<file path="src/sv/tie_pkg.sv">
// Shared types and constants for the toy ISA instruction executor.
`default_nettype none

package tie_pkg;

	// Defaults for the top-level parameters
	localparam int MEM_DEPTH_DEF  = 256;
	localparam int DATA_WIDTH_DEF = 32;
	localparam int PC_WIDTH_DEF   = 16;

	// Register file shape (fixed by the 4-bit register fields)
	localparam int REG_COUNT = 16;
	localparam int REG_AW    = 4;

	// Stream payload layout
	localparam int S_USER_W    = 2;
	localparam int S_DATA_W    = 56;
	localparam int M_DATA_W    = 56;
	localparam int M_HALT_BIT  = 16;
	localparam int M_TAKEN_BIT = 17;
	localparam int M_RDATA_LSB = 18;
	localparam int M_BAD_BIT   = 50;

	// Command carried in tuser
	typedef enum logic [1:0] {
		CMD_EXEC   = 2'd0,
		CMD_WRITE  = 2'd1,
		CMD_READ   = 2'd2,
		CMD_IGNORE = 2'd3
	} cmd_t;

	// Instruction opcode, bits 15:13
	typedef enum logic [2:0] {
		OP_ADD   = 3'd0,
		OP_SUB   = 3'd1,
		OP_MUL   = 3'd2,
		OP_LOAD  = 3'd3,
		OP_STORE = 3'd4,
		OP_JUMP  = 3'd5,
		OP_BEQZ  = 3'd6,
		OP_SYS   = 3'd7
	} op_t;

	// Classified item passed from the front end to the back end
	typedef struct packed {
		cmd_t                cmd;
		op_t                 op;
		logic                imm;
		logic [REG_AW-1:0]   rd;
		logic [REG_AW-1:0]   rs;
		logic [REG_AW-1:0]   rt;
		logic [15:0]         instr;
		logic [7:0]          maddr;
		logic [31:0]         wdata;
	} item_t;

	// Result fields of one item
	typedef struct packed {
		logic        bad_address;
		logic [31:0] read_data;
		logic        branch_taken;
		logic        halted;
		logic [15:0] next_pc;
	} result_t;

endpackage

`default_nettype wire

</file>
<file path="src/sv/tie_front.sv">
// Front end: accept items, classify them and queue them for the back end.
`default_nettype none

module tie_front (
	input  wire logic                          clk,
	input  wire logic                          arst_n,
	input  wire logic                          s_tvalid,
	output logic                               s_tready,
	input  wire logic [tie_pkg::S_USER_W-1:0]  s_tuser,
	input  wire logic [tie_pkg::S_DATA_W-1:0]  s_tdata,
	input  wire logic                          clearing,
	output logic                               q_valid,
	output tie_pkg::item_t                     q_item,
	input  wire logic                          q_pop
);

	tie_pkg::item_t in_item;
	tie_pkg::item_t slot_q [2];
	logic           wr_q;
	logic           rd_q;
	logic [1:0]     cnt_q;
	logic           push;

	// Classify the incoming item
	always_comb begin
		in_item.cmd   = tie_pkg::cmd_t'(s_tuser);
		in_item.instr = s_tdata[15:0];
		in_item.op    = tie_pkg::op_t'(s_tdata[15:13]);
		in_item.imm   = s_tdata[12];
		in_item.rd    = s_tdata[11:8];
		in_item.rs    = s_tdata[7:4];
		in_item.rt    = s_tdata[3:0];
		in_item.maddr = s_tdata[23:16];
		in_item.wdata = s_tdata[55:24];
	end

	// Two-entry queue towards the back end
	assign s_tready = (cnt_q != 2'd2) && !clearing;
	assign push     = s_tvalid && s_tready;
	assign q_valid  = (cnt_q != 2'd0);
	assign q_item   = slot_q[rd_q];

	always_ff @(posedge clk or negedge arst_n) begin
		if (!arst_n) begin
			wr_q  <= 1'b0;
			rd_q  <= 1'b0;
			cnt_q <= 2'd0;
		end else begin
			if (push) begin
				wr_q <= ~wr_q;
			end
			if (q_pop) begin
				rd_q <= ~rd_q;
			end
			if (push && !q_pop) begin
				cnt_q <= cnt_q + 2'd1;
			end else if (q_pop && !push) begin
				cnt_q <= cnt_q - 2'd1;
			end
		end
	end

	// Store the classified item
	always_ff @(posedge clk) begin
		if (push) begin
			slot_q[wr_q] <= in_item;
		end
	end

endmodule

`default_nettype wire

</file>
<file path="config.mk">
export PLATFORM = sky130hd
export DESIGN_NAME = tie_front
export DESIGN_NICKNAME = d
export VERILOG_FILES = /design/src/sv/tie_pkg.sv /design/src/sv/tie_front.sv
export SDC_FILE = /design/constraint.sdc
export NUM_CORES = 1
export LEC_CHECK = 0
export ABC_AREA = 1
export BUFFER_PORTS_ARGS = -buffer_cell sky130_fd_sc_hd__buf_2
export CELL_PAD_IN_SITES_DETAIL_PLACEMENT = 2
export CELL_PAD_IN_SITES_GLOBAL_PLACEMENT = 2
export CORE_ASPECT_RATIO = 1.2
export CORE_UTILIZATION = 35
export CTS_BUF_LIST = sky130_fd_sc_hd__clkbuf_4
export CTS_CLUSTER_DIAMETER = 200
export CTS_CLUSTER_SIZE = 14
export DETAILED_ROUTE_END_ITERATION = 10
export GPL_TIMING_DRIVEN = 0
export PLACE_DENSITY_LB_ADDON = 0.1
export SETUP_SLACK_MARGIN = 0.15
export SLEW_MARGIN = 20
export SYNTH_ARGS = -nofsm -noshare
export SYNTH_HDL_FRONTEND = slang
export SYNTH_SLANG_ARGS = --single-unit
</file>
<file path="constraint.sdc">
create_clock -name clk -period 10.4 [get_ports clk]
set_clock_uncertainty 0.1 [all_clocks]
set_input_delay 2.6 -clock clk [delete_from_list [all_inputs] [get_ports clk]]
set_output_delay 2.6 -clock clk [all_outputs]
set_load 0.005 [all_outputs]
</file>
==> summary.txt <==
Syn_nets: 291
Yosys reg bits: 120
Hold Path Cell Cnt: 2
Worst IR Drop VDD: 0.00009804 V
DR iter-0 viols: 68
Pre-CTS setup slack: 4.763 ns
Die height: 127.3 um
DP Wirelength: 6.508 mm
Largest net degree at the start of global routing: 31
Global-route usage over all layers: 14.68%
Share of cells above drive strength 1: 62.84%
Worst-path cell with the longest stage delay: buf_2
Synth warn: 0
Post-CTS sizing: 0
Core footprint: 12720 sq um
Post-Synth Simple-Gate Area: 1.230%
Min Tclk post-route: 5.642 ns
Reg2reg end: slot_q[1][3]$_DFFE_PP_
Critical Setup Path Class: input port to output port
Max FO, Critical Path: 2
Max-cap violations: 0
Global route overflow: 0
Worst path required time: 7.70 ns
Avg Cell Area, Syn: 20.16 sq um
Hold EP: wr_q$_DFFE_PN0N_
Syn Std Cell Area: 4577 sq um
Worst setup EP type: output port
Setup repair after global routing missed its margin: no
Reg2Reg Depth: 6
Number of setup buffers added after CTS: 0
CTS tree: built
Tot Pwr: 1.349 mW
Drc violations: 0
Critical Path Max Stage Delay: 0.13 ns
Layout area overhead: 27.20%
Compound-Gate Fraction of Synth Area: 0.1093%
Latest clock arrival within the worst-skew pair: 0.51 ns
Setup tns final: 0 ns
Final Setup Violations: 0
# port buffers: 138
Vias in the first global route: 2725
Outcome: finished, final reports clean
Hold buffers post-CTS: 0
Vias per cell: 4.465
GPL Wtd Cong: 0.6842
Crit-path cells: buf_2 > a21oi_1 > buf_2
Synth cell types: 17
Post-route ant nets: 0
Initial antenna violation count: 2
Die width: 106.4 um
Worst-Margin Slew: 0.4121 ns
Syn Inst Count: 227
Rows: 45
Drt pass-1 iters: 4
Leak: 2.306 nW
Starting Density: 35.97%
Number of fill cells: 1261
R2R Path Start: cnt_q[0]$_DFFE_PN0P_
Tcrit/Tclk final: 54.25%
Routed len/inst: 16.17 um
Seq/Total Area, Yosys: 78.29%
PD cells: 231.7 nW/um^2
Hold Path Origin: wr_q$_DFFE_PN0N_
Crit-path most repeated cell: buf_2
H-tree depth: 4
Post-Synth XOR/XNOR Area: 0.3827%
First-pass GRT wire length: 14.28 mm
Synth Area in Adders: 0.2734%
Ports: 139
CP Data Arrival Time: 2.94 ns
Die area: 13540 sq um
Worst-path clk slew: 0.09 ns
Final hold violation count: 0
Worst Setup Start Kind: input port
Root buf cell: clkbuf_4
Max Slew Vio Count: 0
FMAX: 177.2 MHz
Final setup margin: 4.758 ns
TritonCTS Sinks: 120
Multiplexer share of the synthesized area: 15.09%
Slew Limit Headroom: 72.52%
Hold Path Class: flip-flop to flip-flop
Vias: 2527
Total wire length: 9.152 mm
Layout net count: 452
Largest family of logic cells by synthesized area: multiplexers
Flop-to-flop setup slack: 8.54 ns
CTS Buf Count: 17
CTS Buffer Depth: 2
==> layout make-up <==
| type | instances | area [sq um] | area share [%] |
|---|---|---|---|
| inverters | 9 | 36.28 | 0.6233 |
| flip-flops and latches | 120 | 3583 | 61.55 |
| multi-input cells | 75 | 789.5 | 13.56 |
| clock buffers | 19 | 142.6 | 2.450 |
| plain buffers | 23 | 177.7 | 3.052 |
| clock inverters | 13 | 111.4 | 1.913 |
| well taps | 164 | 205.2 | 3.525 |
| diodes | 1 | 2.502 | 0.04298 |
| repair buffers | 142 | 773.2 | 13.28 |
==> logic make-up after synthesis <==
group                    Yosys count
AO/OA/AOI/OAI                      1
XOR/XNOR                           2
adder cells (fa/ha/maj)            1
buffers and inverters             32
flip-flops                       120
multiplexers                      58
AND/OR/NAND/NOR                   13
==> critical path: cells and delay by family <==
family,cells,cell delay (ns)
AOI/OAI and AO/OA,1,0.11
buffers and inverters,2,0.23
==> Yosys cell counts (all sizes together) <==
library cell	number	area share (%)
nand2	8	0.66
xnor2	1	0.19
inv	9	0.74
buf	23	3.9
xor2	1	0.19
nor2	1	0.082
mux2	58	15
nand4	2	0.27
dfrtp	4	2.2
ha	1	0.27
nand3	2	0.22
edfxtp	116	76
a21oi	1	0.11
==> how the worst max path moves through the flow <==
stage,startpoint,to
after floorplan,clearing,slot_q[1][0]$_DFFE_PP_
after global placement,clearing,slot_q[1][69]$_DFFE_PP_
after detailed placement,clearing,s_tready
after CTS,clearing,s_tready
after global routing,clearing,s_tready
final,clearing,s_tready
==> power breakdown <==
part | switching, mW | internal, mW
Clock | 0.158 | 0.142
Sequential | 0.0171 | 0.600
Combinational | 0.195 | 0.237
==> placed cells by master, fill, tap and decap left out <==
cell type / n
a21oi_1: 1
ha_1: 1
clkbuf_4: 19
nand2_1: 8
xnor2_1: 1
clkinvlp_4: 1
nand3_1: 2
mux2_4: 10
xor2_1: 1
nor2_4: 1
diode_2: 1
inv_4: 1
buf_2: 142
buf_12: 2
clkinv_2: 5
dfrtp_1: 4
clkinv_1: 5
nand4_1: 2
edfxtp_1: 116
mux2_2: 48
buf_16: 1
buf_4: 16
buf_8: 2
bufinv_16: 2
buf_6: 2
inv_1: 8
==> metal layers <==
layer  vias to the layer above  share of wire (%)  track usage [%]
li1                       1179                  -                -
met1                      1248                 39            16.19
met2                        84                 54            24.90
met3                        14                5.1            4.847
met4                         2                1.6            8.088
met5                         -               0.14                0
==> state kept, by name (all words and copies together) (netlist names) <==
name,flops
wr_q,1
rd_q,1
cnt_q,2
slot_q,116
==> metrics by stage <==
step                cell area [sq um]  utilization, %  std cells  hold slack (ns)
floorplan                        4577               -        227           0.3419
global placement                 5473           43.01        529           0.3543
detailed placement               5565           43.74        533           0.3926
CTS                              5819           45.73        565           0.4168
global route                     5822           45.75        566           0.4324
finish                           5822           45.75        566           0.4074
Note: power is estimated with default switching activity, not from simulation.
